### src/rtl/u8u16_pkg.sv
// shared types and constants of the utf8 to utf16 transcoder
// no dependencies
package u8u16_pkg;

    localparam int UNIT_W = 16;
    localparam int BYTE_W = 8;
    localparam int ACC_W  = 31;

    // top six bits of high and low surrogate units
    localparam logic [5:0] HI_SURR_TAG = 6'b110110;
    localparam logic [5:0] LO_SURR_TAG = 6'b110111;

    localparam logic [ACC_W-1:0] BMP_MAX  = 31'h0000_ffff;
    localparam logic [ACC_W-1:0] SUPP_OFS = 31'h0001_0000;

    typedef struct packed {
        logic              string_end;
        logic              run_end;
        logic [UNIT_W-1:0] code_unit;
    } u8u16_result_t;

endpackage

### src/rtl/utf8_to_utf16_transcoder.sv
// utf8 to utf16 transcoder top level: decoder state plus a four-entry result buffer
// depends on u8u16_pkg
//
// Takes one UTF-8 byte per input transaction (s_tdata) and produces UTF-16 code
// units on the master side. ASCII passes through; lead bytes of 2 to 6 byte
// sequences start a sequence, continuation bytes shift in six bits each, and the
// last one emits one unit (value up to 0xffff) or a surrogate pair, high unit
// first. Stray continuation bytes, 0xfe and 0xff give nothing; a non-continuation
// byte in mid-sequence drops the sequence and is decoded as a fresh byte. A zero
// byte ends the string with a zero unit flagged on m_tuser. m_tlast marks the last
// unit caused by one input byte. The decoder takes one byte every cycle while
// s_tready is high: all the work sits in one pass of logic in front of the result
// buffer. The buffer holds four results and s_tready is high while it holds at
// most two, so the input side never waits on a combinational path from m_tready.
// Sustained rate is one byte per cycle as long as the sink takes one unit per
// cycle; a byte that yields a surrogate pair needs two output transfers. No
// overlong or surrogate range checks are made.
module utf8_to_utf16_transcoder (
    input  logic        aclk,
    input  logic        aresetn,
    // input byte stream
    input  logic        s_tvalid,
    output logic        s_tready,
    input  logic [7:0]  s_tdata,   // [7:0] in_byte
    // utf16 unit stream
    output logic        m_tvalid,
    input  logic        m_tready,
    output logic [15:0] m_tdata,   // [15:0] code_unit
    output logic        m_tlast,   // run_end
    output logic        m_tuser    // [0] string_end
);
    import u8u16_pkg::*;

    // decoder state
    logic [2:0]       pend_reg, pend_next;
    logic [ACC_W-1:0] acc_reg, acc_next;

    // result buffer
    u8u16_result_t    buf_mem [4];
    logic [1:0]       wp_reg, rp_reg;
    logic [2:0]       cnt_reg;

    logic             s_xfer, m_xfer;
    logic [1:0]       n_push;
    u8u16_result_t    res0, res1;
    logic [BYTE_W-1:0] b;
    logic             is_cont;
    logic [ACC_W-1:0] acc_shift, supp;
    logic [2:0]       pend_dec;
    logic [1:0]       wp1;

    assign b         = s_tdata;
    assign s_xfer    = s_tvalid && s_tready;
    assign m_xfer    = m_tvalid && m_tready;
    assign is_cont   = (b[7:6] == 2'b10);
    assign acc_shift = {acc_reg[ACC_W-7:0], b[5:0]};
    assign pend_dec  = pend_reg - 3'd1;
    assign supp      = acc_shift - SUPP_OFS;
    assign wp1       = wp_reg + 2'd1;

    // single pass decode of one byte against the current sequence state
    always_comb begin
        pend_next = pend_reg;
        acc_next  = acc_reg;
        n_push    = 2'd0;
        res0      = '0;
        res1      = '0;
        if (pend_reg != 3'd0 && is_cont) begin
            // continuation byte inside a sequence
            pend_next = pend_dec;
            acc_next  = acc_shift;
            if (pend_dec == 3'd0) begin
                acc_next = '0;
                if (acc_shift <= BMP_MAX) begin
                    n_push         = 2'd1;
                    res0.code_unit = acc_shift[UNIT_W-1:0];
                    res0.run_end   = 1'b1;
                end else begin
                    // bits above 19 of the offset value are dropped
                    n_push         = 2'd2;
                    res0.code_unit = {HI_SURR_TAG, supp[19:10]};
                    res1.code_unit = {LO_SURR_TAG, supp[9:0]};
                    res1.run_end   = 1'b1;
                end
            end
        end else begin
            // fresh byte, any broken sequence is dropped
            pend_next = 3'd0;
            acc_next  = '0;
            priority if (b == 8'h00) begin
                n_push          = 2'd1;
                res0.run_end    = 1'b1;
                res0.string_end = 1'b1;
            end else if (!b[7]) begin
                n_push         = 2'd1;
                res0.code_unit = {8'h00, b};
                res0.run_end   = 1'b1;
            end else if (b[7:5] == 3'b110) begin
                pend_next = 3'd1;
                acc_next  = {26'd0, b[4:0]};
            end else if (b[7:4] == 4'b1110) begin
                pend_next = 3'd2;
                acc_next  = {27'd0, b[3:0]};
            end else if (b[7:3] == 5'b11110) begin
                pend_next = 3'd3;
                acc_next  = {28'd0, b[2:0]};
            end else if (b[7:2] == 6'b111110) begin
                pend_next = 3'd4;
                acc_next  = {29'd0, b[1:0]};
            end else if (b[7:1] == 7'b1111110) begin
                pend_next = 3'd5;
                acc_next  = {30'd0, b[0]};
            end else begin
                // stray continuation, 0xfe or 0xff: nothing
                pend_next = 3'd0;
            end
        end
    end

    // decoder state and buffer pointers
    always_ff @(posedge aclk) begin
        if (!aresetn) begin
            pend_reg <= 3'd0;
            acc_reg  <= '0;
            wp_reg   <= 2'd0;
            rp_reg   <= 2'd0;
            cnt_reg  <= 3'd0;
        end else begin
            if (s_xfer) begin
                pend_reg <= pend_next;
                acc_reg  <= acc_next;
                wp_reg   <= wp_reg + (s_xfer ? n_push : 2'd0);
            end
            if (m_xfer) begin
                rp_reg <= rp_reg + 2'd1;
            end
            cnt_reg <= cnt_reg + {1'b0, (s_xfer ? n_push : 2'd0)} - {2'b00, m_xfer};
        end
    end

    // buffer storage, payload only
    always_ff @(posedge aclk) begin
        if (s_xfer && n_push != 2'd0) begin
            buf_mem[wp_reg] <= res0;
        end
        if (s_xfer && n_push == 2'd2) begin
            buf_mem[wp1] <= res1;
        end
    end

    // room for a full pair regardless of the sink
    assign s_tready = (cnt_reg <= 3'd2);
    assign m_tvalid = (cnt_reg != 3'd0);
    assign m_tdata  = buf_mem[rp_reg].code_unit;
    assign m_tlast  = buf_mem[rp_reg].run_end;
    assign m_tuser  = buf_mem[rp_reg].string_end;

endmodule

### config.mk
export PLATFORM = sky130hd
export DESIGN_NAME = utf8_to_utf16_transcoder
export DESIGN_NICKNAME = d
export VERILOG_FILES = /design/src/rtl/u8u16_pkg.sv /design/src/rtl/utf8_to_utf16_transcoder.sv
export SDC_FILE = /design/constraint.sdc
export NUM_CORES = 1
export LEC_CHECK = 0
export ABC_AREA = 0
export CAP_MARGIN = 20
export CORE_MARGIN = 8
export CORE_UTILIZATION = 40
export CTS_CLUSTER_SIZE = 40
export DETAILED_ROUTE_END_ITERATION = 10
export DONT_BUFFER_PORTS = 1
export PLACE_DENSITY = 0.56
export SYNTH_ARGS = -nofsm -noshare
export SYNTH_HDL_FRONTEND = slang
export SYNTH_SLANG_ARGS = --single-unit
### constraint.sdc
create_clock -name aclk -period 4.2 [get_ports aclk]
set_clock_uncertainty 0.2 [all_clocks]
set_input_delay 0.21 -clock aclk [delete_from_list [all_inputs] [get_ports aclk]]
set_output_delay 0.21 -clock aclk [all_outputs]
set_load 0.02 [all_outputs]
* Word level (Yosys, flattened, before mapping)
Memories as Yosys holds them, arrays and structs flattened. A register that Yosys moved wholly into a read port is not among the register bits. Cells that the tools add are included.
Storage, ports and cells: bits in writable memories 72, input port bits 12, output and inout bits 20, memories 1, logic and storage cells 73, register bits after elaboration 35
Operators by class: muxes and demuxes 41, eq/ne operators 7, $lt $le $gt $ge 2, reduce and logical (&&, ||, !) cells 10, $add $sub $neg 7
Memories:
- buf_mem | depth 4, bits a word 18, rd ports 1, clocked after Yosys merged registers in 1, wr ports 2, line utf8_to_utf16_transcoder.sv:39 | u8u16_result_t buf_mem [4];
Operators with widths (count):
- 2-to-1 mux 17 bit | 6
- 2-to-1 mux 25 bit | 2
- 2-to-1 mux 16 bit | 2
- less-or-equal comparator 31 x 16 -> 1 bit (second input constant) | 1
- 2-to-1 mux 3 bit | 9
- subtractor 20 x 17 -> 20 bit (second input constant) | 1
- 2-to-1 mux 5 bit | 3
- 2-to-1 mux 2 bit | 7
- 2-to-1 mux 1 bit | 11
- logical NOT 8 bit | 1
- equality test 7 bit (second input constant) | 1
- equality test 6 bit (second input constant) | 1
- nonzero test 3 bit | 2
- equality test 5 bit (second input constant) | 1
- logical AND 1 bit | 5
- adder 2 x 1 -> 2 bit (second input constant) | 2
- equality test 2 bit (second input constant) | 2
- equality test 4 bit (second input constant) | 1
- 2-to-1 mux 4 bit | 1
- adder 3 x 2 -> 3 bit | 1
- equality test 3 bit (second input constant) | 1
- less-or-equal comparator 3 x 2 -> 1 bit (second input constant) | 1
- logical NOT 3 bit | 1
- subtractor 3 x 1 -> 3 bit | 1
- 3 further kinds | 3

* Longest topological paths before layout
Gate-level depths: netlist of run 1.
depth after elaboration 9, gate-level depth with buffers 14, mapped depth without buffers 14

* Worst setup path before layout of run 1
No wires, ideal clock.
path kind register -> register, start point register pend_reg[0], end point memory buf_mem[2][0] (netlist name) (enable), arrival 2.743 ns, setup slack 0.846 ns, stages on the path, launching flop included 8, library setup time 0.411 ns, data required time 3.589 ns, clock period less this slack 3.354 ns, buffers on the path 1, path through dfxtp_1 > inv_1 > ha_1 > nor3_1 > o211a_1 > nand2_2 > buf_4 > o21ai_0
RTL lines:
- from (decl) | line utf8_to_utf16_transcoder.sv:35 | logic [2:0] pend_reg, pend_next;
- from (signal assigned) | line utf8_to_utf16_transcoder.sv:130 | pend_reg <= pend_next;
- to (decl) | line utf8_to_utf16_transcoder.sv:39

* Final worst setup path of run 1
start point register pend_reg[0], end point register cnt_reg[2]
Between the ends: word-level cells in the longest chain between the ends 7, elaborated cells between the ends (all ways) 9, those cells by class 3 x add/sub; 3 x mux; 3 x reduce/logical
RTL lines:
- subtractor 3 x 1 -> 3 bit | line utf8_to_utf16_transcoder.sv:57 | assign pend_dec = pend_reg - 3'd1;
- logical NOT 3 bit | line utf8_to_utf16_transcoder.sv:72 | if (pend_dec == 3'd0) begin
- 2-to-1 mux 2 bit | line utf8_to_utf16_transcoder.sv:72
- 2-to-1 mux 2 bit * | line utf8_to_utf16_transcoder.sv:68 | if (pend_reg != 3'd0 && is_cont) begin
- 2-to-1 mux 2 bit * | line utf8_to_utf16_transcoder.sv:137 | cnt_reg <= cnt_reg + {1'b0, (s_xfer ? n_push : 2'd0)} - {2'b00, m_xfer};
- adder 3 x 2 -> 3 bit * | line utf8_to_utf16_transcoder.sv:137
- subtractor 3 x 1 -> 3 bit * | line utf8_to_utf16_transcoder.sv:137
- to (signal assigned) | line utf8_to_utf16_transcoder.sv:137
- to (decl) | line utf8_to_utf16_transcoder.sv:41 | logic [2:0] cnt_reg;
Mark *: on every way between the ends. The rest lies on a longest branch, timed or not. A chain may end at the register's enable or synchronous reset.

==> results.md, run 1 <==
- Run status: complete, no violations
- Routed length per placed instance: 21.1 µm
- Fraction of power spent switching nets: 30.7%
- Mapped Cells: 499
- GR Overflow Total: 0
- Count of flip-flops with a built-in enable after synthesis: 64
- GR Util All Layers: between 10% and 20%
- Combinational Power Share: 24.6%
- Yosys top cell by area: edfxtp_1
- Worst path arrival time: 3.45 ns
- Yosys warning total: 0
- Number of distinct library cells after synthesis: between 60 and 70
- Transition time of the tightest slew-check pin: 1.05 ns
- Detailed-route wire length: 14.5 mm
- Count of cells along the worst register-to-register path: 13
- Leading cell type in the layout, fill and taps excluded: edfxtp_1
- Fraction of final layout cells with drive strength greater than 1: a little over an eighth
- Relative area change from synthesis to final layout: 11.0%
- Instance count after placement with tap cells included: 658
- Final critical-path share of the clock period: 80.8%
- CTS H-tree lvls: 3
- Critical path start-end classification: flip-flop to flip-flop
- FP Rows: 43
- Number of violations of the max-capacitance limit: 0
- # diodes: 0
- Number of nets in the layout: 522
- Worst slack, placed: 0.800 ns
- Path category of the worst min-delay check: input port to flip-flop
- Via count of the first global-routing pass: 3998
- Post-route DRC: 0
- Power density cells: 451 nW/µm²
- Number of register bits inferred by synthesis: 109
- Insertion delay of the later-clocked pin in the worst-skew pair: 0.36 ns
- Total CTS buffers: 9
- RSZ-0062 raised after global routing: false
- Net Count, Synth: 521
- Antenna violations before repair: 0
- Fraction of power consumed by sequential logic: between 40 and 50%
- Hpwl dp: 10.0 mm
- Overall die width: 134 µm
- Overall via count from detail_route: 4068
- Switching power of the nets: 863 µW
- Largest net degree at the start of global routing: 45
- Maximum net fanout on the critical path: 7
- Sink count of the clock tree: 109
- Sequential share of the synthesized area: 50.3%
- WHS Path Cells: 4
- Final hold viol count: 0
- Critical path capture point type: flip-flop
- Setup violation total in the final timing report: 0
- Cell Area, Synth: 5620 µm²
- Async set or reset register ratio after synthesis: 0%
- Number of flip-flops under the largest register name: 72
- Peak supply drop: 0.204 mV
- I/O pins: 32
- Final number of max-transition violations: 0
- TritonCTS clock tree: yes
- Die Height: 134 µm
- Wire length of the first global-routing pass: 23.3 mm
- Reg-to-Reg Start: pend_reg[0]$_SDFFE_PN0P_
- Buffers added on ports: 0
- Share of total power in the clock network: 30.5%
- Maximum clock path buffer count: 2
- Buffer cell driving the clock tree root: clkbuf_16
- Endpoint required time on the critical path: 4.25 ns
- Primary flip-flop cell chosen by synthesis mapping: edfxtp_1
- Origin of the worst setup path: pend_reg[0]$_SDFFE_PN0P_
- Relative slew margins: 30.2%
- Leakage dissipation: 0.00203 µW
- Per-instance average area after synthesis: 11.3 µm²
- First drt pass iteration count: 6
- Post-route antenna net violation count: 0
- Top cell type's share of synthesized area: roughly a third
- Endpoint of the worst hold-timing path: pend_reg[1]$_SDFFE_PN0P_
- Setup TNS after final layout: 0 ns
- Internal power contribution: 1950 µW
- Fin worst setup slack: between 0.8 and 0.9 ns
- Startpoint class of the critical path: flip-flop
- Final critical-path required period: ~3.4 ns
- Number of DRC markers in iteration 0: 432
- Top area cells in the synthesized netlist: edfxtp_1, dfxtp_1, mux4_2
- Routability congestion estimate from global placement: 0.874
- Via-per-instance ratio: 5.94
- Commonest non-fill, non-tap cells in the layout: edfxtp_1, dfxtp_1, nand2_1, a22oi_1, a21oi_1
- Floorplan die area: 18100 µm²
- Clock-pin slew on the worst setup and hold paths: approximately 0.07 ns
- Hold wc startpoint: s_tdata[4]
- Area of the core: 13800 µm²
- Starting density of the core: 40.8%
- Setup slack, reg-to-reg: 0.81 ns
- Final non-filler cell total: 685
- Worst hold slack after final layout: around 0.017 ns
- Reg-to-Reg End: cnt_reg[2]$_SDFF_PN0_
- Maximum clock rate: 295 MHz
## metal layers
layer	vias up	GRT usage [%]	part of all wire (%)
li1	1886	-	-
met1	2002	21.9	46
met3	25	3.64	5.3
met2	155	26.0	46
met4	0	6.43	2.3
met5	-	0	0
## synth_stat cells, drive strengths merged (5+ instances only)
cell and number:
nand4 12, o21ai 14, mux4 18, and2 14, edfxtp 64, nor2 29
clkbuf 33, ha 9, nor2b 22, dfxtp 45, inv 13, a22oi 31
or2 5, o22ai 5, buf 7, a21boi 9, a21oi 31, nand2b 9
a22o 25, mux2i 9, nand2 40, nor3 5
## metrics by stage
stage | cell area (µm²) | utilization (%) | power (µW)
2_1_floorplan | 5620 | - | 1800
3_3_place_gp | 5830 | 42.3 | 1950
3_5_place_dp | 5830 | 42.3 | 1970
4_1_cts | 6240 | 45.3 | 2840
5_1_grt | 6240 | 45.3 | 2940
6_report | 6240 | 45.3 | 2810
## final cells by class
| cell class | count | area, µm² |
|---|---|---|
| tap | 180 | 225 |
| multi-input combinational | 337 | 2590 |
| clock buffer | 11 | 233 |
| fill | 1319 | 7540 |
| sequential | 109 | 2820 |
| clock inverter | 5 | 58.8 |
| inverter | 13 | 48.8 |
| timing repair buffer | 30 | 263 |
## logic make-up (layout without fill, tap and decap cells)
| group | after synthesis | in the layout | synth area share (%) |
|---|---|---|---|
| simple gates | 158 | 158 | 15.8 |
| compound gates | 135 | 135 | 17.8 |
| flops | 109 | 109 | 50.3 |
| buf+inv | 53 | 59 | 3.85 |
| mux | 28 | 28 | 9.02 |
| fa+ha+maj | 10 | 10 | 2.36 |
| xor+xnor | 6 | 6 | 0.936 |
## timing repair
action	4_1_cts	5_1_grt
hold endpoints to repair	62	0
hold buffers	11	0
buffers inserted	0	0
resized for setup	0	0
## worst max-delay path: stages, from the launching register on
cell and delay [ns]:
dfxtp_1 0.38, inv_1 0.08, ha_1 0.27, nor3_1 0.32
o211a_1 0.39, a21boi_4 0.15, nand2b_1 0.20, ha_1 0.28
inv_1 0.04, ha_1 0.18, fa_1 0.38, xnor2_1 0.15
xnor2_1 0.12, and2_1 0.15
## power groups by stage
stage | combinational, µW | clock [µW] | sequential [µW]
after CTS | 706 | 869 | 1260
final | 692 | 857 | 1260
after detailed placement | 676 | 0 | 1290
after global routing | 756 | 908 | 1270
after global placement | 668 | 0 | 1280
after floorplan | 548 | 0 | 1260
## worst max path at each step
stage	cells after the start	end	slack (ns)
6_report	13	cnt_reg[2]$_SDFF_PN0_	0.81
5_1_grt	13	cnt_reg[2]$_SDFF_PN0_	0.60
4_1_cts	12	cnt_reg[2]$_SDFF_PN0_	0.79
3_5_place_dp	12	cnt_reg[2]$_SDFF_PN0_	0.80
3_3_place_gp	12	cnt_reg[2]$_SDFF_PN0_	0.93
2_1_floorplan	7	buf_mem[2][0]$_DFFE_PP_	0.85
No activity file was read; power rests on OpenSTA's default activity.
==> inputs of run 2 (changes only) <==
--- a/config.mk
+++ b/config.mk
@@ -12,7 +12,7 @@
 export CTS_CLUSTER_SIZE = 40
 export DETAILED_ROUTE_END_ITERATION = 10
 export DONT_BUFFER_PORTS = 1
-export PLACE_DENSITY = 0.56
+export PLACE_DENSITY = 0.58
 export SYNTH_ARGS = -nofsm -noshare
 export SYNTH_HDL_FRONTEND = slang
 export SYNTH_SLANG_ARGS = --single-unit
==> constraint.sdc (replaced) <==
create_clock -name aclk -period 3.1 [get_ports aclk]
set_clock_uncertainty 0.2 [all_clocks]
set_input_delay 0.155 -clock aclk [delete_from_list [all_inputs] [get_ports aclk]]
set_output_delay 0.155 -clock aclk [all_outputs]
set_load 0.02 [all_outputs]
==> run 2 against run 1 <==
Net effect: worst hold slack worse by 0.012 ns; critical path type unchanged; combinational power up 43%; maximum frequency grew 13%; core utilization increased by 2.1 points.
==> results.md, run 2 (synthesized netlist as in run 1, its figures left out) <==
- GR Util All Layers: 16.9%
- Via count of the first global-routing pass: 4190
- Fin area: around 6500 µm²
- Startpoint class of the critical path: flip-flop
- I/O pins: 32
- Crit-path max cell delay: 0.39 ns
- Final critical-path share of the clock period: 96.7%
- Critical path capture point type: flip-flop
- Fraction of final layout cells with drive strength greater than 1: 19.9%
- Total CTS buffers: 9
- Sink count of the clock tree: between 100 and 150
- Number of nets in the layout: 549
- RSZ-0062 raised after global routing: true
- Run status: complete, no violations
- Final core utilization: 47.4%
- Relative area change from synthesis to final layout: 16.2%
- Endpoint required time on the critical path: 3.15 ns
- CTS H-tree lvls: 3
- # diodes: 0
- FF+latch area: roughly 2800 µm²
- Final hold viol count: 0
- Final number of max-transition violations: 0
- Filler Cells Inserted: around 1300
- Path category of the worst min-delay check: input port to flip-flop
- Largest net degree at the start of global routing: 45
- Critical path start-end classification: flip-flop to flip-flop
- Starting density of the core: 40.8%
- Power consumption: ~3900 µW
- GR Overflow Total: 0
- Maximum net fanout on the critical path: 2
- Final critical-path required period: 3.00 ns
- Relative slew margins: a little under three fifths
- Number of DRC markers in iteration 0: roughly 400
- Routability congestion estimate from global placement: a little over 0.8
- Maximum clock path buffer count: 2
- FP Rows: 43
- Via-per-instance ratio: 5.83
- Hpwl dp: 9.97 mm
- Buffer cell driving the clock tree root: clkbuf_16
- Maximum clock rate: 334 MHz
- Buffers added on ports: 0
- Post-route DRC: 0
- Wire length of the first global-routing pass: 23.4 mm
- Overall via count from detail_route: 4150
- Worst hold slack after final layout: 0.00517 ns
- Leakage dissipation: 0.00220 µW
- Area of the core: 13800 µm²
- Setup violation total in the final timing report: 0
- WP buf/inv: 1
- Transition time of the tightest slew-check pin: 0.638 ns
- Antenna violations before repair: 0
- Number of flip-flops under the largest register name: 72
- Most Frequent Cell on Critical Path: xnor2_1
- Overall die width: 134 µm
- Commonest non-fill, non-tap cells in the layout: edfxtp_1, dfxtp_1, buf_4, nand2_1, a22oi_1
- Number of violations of the max-capacitance limit: 0
- TritonCTS clock tree: yes
- First drt pass iteration count: 5
- Peak supply drop: 0.297 mV
- Die Height: between 100 and 150 µm
- Power density cells: 596 nW/µm²
- Worst path arrival time: 3.05 ns
- Setup TNS after final layout: 0 ns
- Detailed-route wire length: 14.7 mm
- Clock-pin slew on the worst setup and hold paths: 0.07 ns
- Critical-path top delay cell: nor4_4
- Post-route antenna net violation count: 0
- Area of the multi-input gates: 2630 µm²
- Leading cell type in the layout, fill and taps excluded: edfxtp_1
- Insertion delay of the later-clocked pin in the worst-skew pair: 0.35 ns
- Floorplan die area: around 18000 µm²
- Cell-by-cell listing of the critical path: nand4_1 > nor4_4 > mux2i_2 > a21boi_4 > nand2b_4 > ha_4 > inv_1 > ha_2 > fa_2 > xnor2_1 > xnor2_1 > and2_1
- Kind of cell adding the most delay to the critical path: simple AND/OR/NAND/NOR gates
- Routed length per placed instance: a little over 20 µm
- Cell area reported after detailed placement: 6010 µm²
[run 2: worst paths after layout]
path / depth (start not counted) / slack, ns / from / end
max: 12 / 0.10 / acc_reg[8]$_SDFFE_PN0P_ / cnt_reg[2]$_SDFF_PN0_
min: 3 / 0.005 / s_tdata[4] / pend_reg[0]$_SDFFE_PN0P_
max reg2reg: 12 / 0.10 / acc_reg[8]$_SDFFE_PN0P_ / cnt_reg[2]$_SDFF_PN0_
min reg2reg: 2 / 0.26 / buf_mem[3][17]$_SDFFE_PP0P_ / buf_mem[3][17]$_SDFFE_PP0P_
[run 2: worst min-delay path: cells and delay by family]
family          cells  cell delay [ns]
compound gates      3             0.37
[run 2: final cells by class]
class / count / share of cell area, %
clock inverters: 6 / 1.02
multi-input cells: 337 / 40.3
clock buffers: 10 / 3.83
well taps: 180 / 3.45
flip-flops and latches: 109 / 43.3
inverters: 13 / 0.748
repair buffers: 57 / 7.38
[run 2: metal layers]
| layer | part of all wire, % | routed length, µm | GRT usage [%] |
|---|---|---|---|
| met1 | 43 | 6400 | 20.6 |
| met2 | 49 | 7260 | 28.0 |
| met3 | 5.0 | 729 | 3.71 |
| met4 | 2.2 | 328 | 7.49 |
| met5 | 0 | 0 | 0 |
[run 2: what timing repair did]
action	4_1_cts	5_1_grt
gates resized for setup	0	10
setup buffers	0	2
hold endpoints to repair	65	0
hold buffers	12	0
setup endpoints to repair	0	3
[run 2: through the flow]
| step | setup slack [ns] | cells |
|---|---|---|
| finish | 0.104 | 712 |
| global route | -0.0415 | 712 |
| CTS | 0.00106 | 709 |
| detailed placement | 0.0164 | 681 |
| global placement | 0.0765 | 681 |
| floorplan | -0.254 | 499 |
[run 2: report_power, final]
part	internal, µW	switching (µW)
Clock	680	532
Combinational	398	590
Sequential	1630	54.0
Total	2710	1180
==> inputs of run 3 (changes only) <==
--- a/config.mk
+++ b/config.mk
@@ -9,10 +9,12 @@
 export CAP_MARGIN = 20
 export CORE_MARGIN = 8
 export CORE_UTILIZATION = 40
+export CTS_CLUSTER_DIAMETER = 200
 export CTS_CLUSTER_SIZE = 40
 export DETAILED_ROUTE_END_ITERATION = 10
 export DONT_BUFFER_PORTS = 1
 export PLACE_DENSITY = 0.58
+export RECOVER_POWER = 25
 export SYNTH_ARGS = -nofsm -noshare
 export SYNTH_HDL_FRONTEND = slang
 export SYNTH_SLANG_ARGS = --single-unit
==> run 3 against run 2 <==
Net effect: worst hold slack hardly changed; critical path depth stayed put; count of clock-buffer cells in the layout stayed put; maximum frequency is 0.19% higher; cell area is 0.25% lower; sequential power hardly changed; worst setup slack better by 0.0057 ns; largest cell class unchanged; largest power group unchanged.
==> results.md, run 3 (synthesized netlist as in run 1, its figures left out) <==
- Overall via count from detail_route: between 4000 and 5000
- Run status: complete, no violations
- Worst path arrival time: 3.04 ns
- Fraction of final layout cells with drive strength greater than 1: 19.5%
- Via count of the first global-routing pass: 4190
- Total CTS buffers: 9
- Final hold viol count: 0
- TritonCTS clock tree: yes
- Fraction of power spent switching nets: 30.3%
- Buffers added on ports: 0
- Commonest non-fill, non-tap cells in the layout: edfxtp_1, dfxtp_1, nand2_1, buf_4, a22oi_1
- Path category of the worst min-delay check: input port to flip-flop
- FP Rows: 43
- FF+latch area: 2830 µm²
- # diodes: 0
- RSZ-0062 raised after global routing: true
- Largest net degree at the start of global routing: 45
- Fin area: 6510 µm²
- Final critical-path required period: around 3 ns
- Setup TNS after final layout: 0 ns
- Floorplan die area: around 18000 µm²
- Routability congestion estimate from global placement: 0.828
- Post-route antenna net violation count: 0
- Final number of max-transition violations: 0
- Number of DRC markers in iteration 0: 399
- I/O pins: 32
- Switching power of the nets: 1170 µW
- Power density cells: between 500 and 600 nW/µm²
- Via-per-instance ratio: 5.85
- Leakage dissipation: roughly 0.0022 µW
- Worst slack, placed: 0.0164 ns
- Post-route DRC: 0
- Relative slew margins: around two fifths
- Critical path start-end classification: flip-flop to flip-flop
- Endpoint required time on the critical path: roughly 3.2 ns
- Relative area change from synthesis to final layout: 15.9%
- Setup violation total in the final timing report: 0
- Buffer cell driving the clock tree root: clkbuf_16
- First drt pass iteration count: 5
- Filler Cells Inserted: 1280
- Fin worst setup slack: 0.109 ns
- Leading cell type in the layout, fill and taps excluded: edfxtp_1
- Final core utilization: ~47%
- Share of total power in the clock network: 31.3%
- Fraction of power consumed by sequential logic: 43.6%
- Maximum clock rate: 334 MHz
- Hpwl dp: 9.97 mm
- Clock-pin slew on the worst setup and hold paths: 0.07 ns
- GR Util All Layers: between 10% and 20%
- Maximum clock path buffer count: 2
- Critical path capture point type: flip-flop
- Cell area reported after detailed placement: approximately 6000 µm²
- Wire length of the first global-routing pass: 23.4 mm
- Overall die width: 134 µm
- Sink count of the clock tree: 109
- Antenna violations before repair: 0
- Maximum net fanout on the critical path: 2
- Startpoint class of the critical path: flip-flop
- Final critical-path share of the clock period: 96.5%
- Number of violations of the max-capacitance limit: 0
- Starting density of the core: 40.8%
- CTS H-tree lvls: 3
- Detailed-route wire length: approximately 15 mm
- Combinational Power Share: around a quarter
- Number of nets in the layout: 549
- Peak supply drop: 0.295 mV
- Internal power contribution: 2700 µW
- Die Height: approximately 130 µm
- Insertion delay of the later-clocked pin in the worst-skew pair: 0.35 ns
- Area of the multi-input gates: ~2600 µm²
- Area of the core: 13800 µm²
- GR Overflow Total: 0
- Number of flip-flops under the largest register name: 72
- Routed length per placed instance: 20.7 µm
- Transition time of the tightest slew-check pin: 0.868 ns
==> run 3: worst max-delay path, cell delays in order (launching register included) <==
cell	delay [ns]
dfxtp_2	0.33
nand4_1	0.17
nor4_4	0.39
mux2i_2	0.35
a21boi_4	0.09
nand2b_4	0.16
ha_4	0.26
inv_1	0.03
ha_2	0.16
fa_2	0.33
xnor2_1	0.14
xnor2_1	0.12
and2_1	0.15
==> run 3: timing repair <==
action	in CTS	in global routing
endpoints found under the setup margin	0	3
buffers inserted	0	2
hold endpoints to repair	65	0
hold buffers	12	0
gates resized for setup	0	10
==> run 3: worst paths after layout <==
path,from,endpoint,slack [ns],cells past startpoint
worst min-delay path,s_tdata[4],pend_reg[0]$_SDFFE_PN0P_,0.005,3
worst min register to register,buf_mem[3][17]$_SDFFE_PP0P_,buf_mem[3][17]$_SDFFE_PP0P_,0.26,2
worst max register to register,acc_reg[8]$_SDFFE_PN0P_,cnt_reg[2]$_SDFF_PN0_,0.11,12
worst max-delay path,acc_reg[8]$_SDFFE_PN0P_,cnt_reg[2]$_SDFF_PN0_,0.11,12
==> run 3: final cells by class <==
class / instances / share of cell area, %
clock inverters: 6 / 1.02
flip-flops and latches: 109 / 43.4
multi-input cells: 337 / 40.3
repair buffers: 57 / 7.23
well taps: 180 / 3.46
clock buffers: 10 / 3.84
inverters: 13 / 0.750
==> run 3: routing by layer <==
metal | GRT usage (%) | vias to the layer above | routed length [µm]
li1 | - | 1935 | -
met1 | 20.6 | 2078 | 6270
met3 | 3.71 | 24 | 834
met2 | 28.0 | 126 | 7300
met5 | 0 | - | 0
met4 | 7.49 | 0 | 311
==> run 3: metrics by stage <==
stage	std cells	total power, µW	hold WS, ns
finish	712	3870	0.00536
global route	712	4050	0.0399
CTS	709	3900	0.000252
detailed placement	681	2670	0.0851
global placement	681	2660	0.0823
floorplan	499	2440	0.157
==> run 3: power by group through the flow <==
stage	Sequential [µW]	Combinational, µW	Clock [µW]
2_1_floorplan	1700	743	0
3_3_place_gp	1720	943	0
3_5_place_dp	1720	951	0
4_1_cts	1690	981	1230
5_1_grt	1700	1060	1290
6_report	1690	975	1210
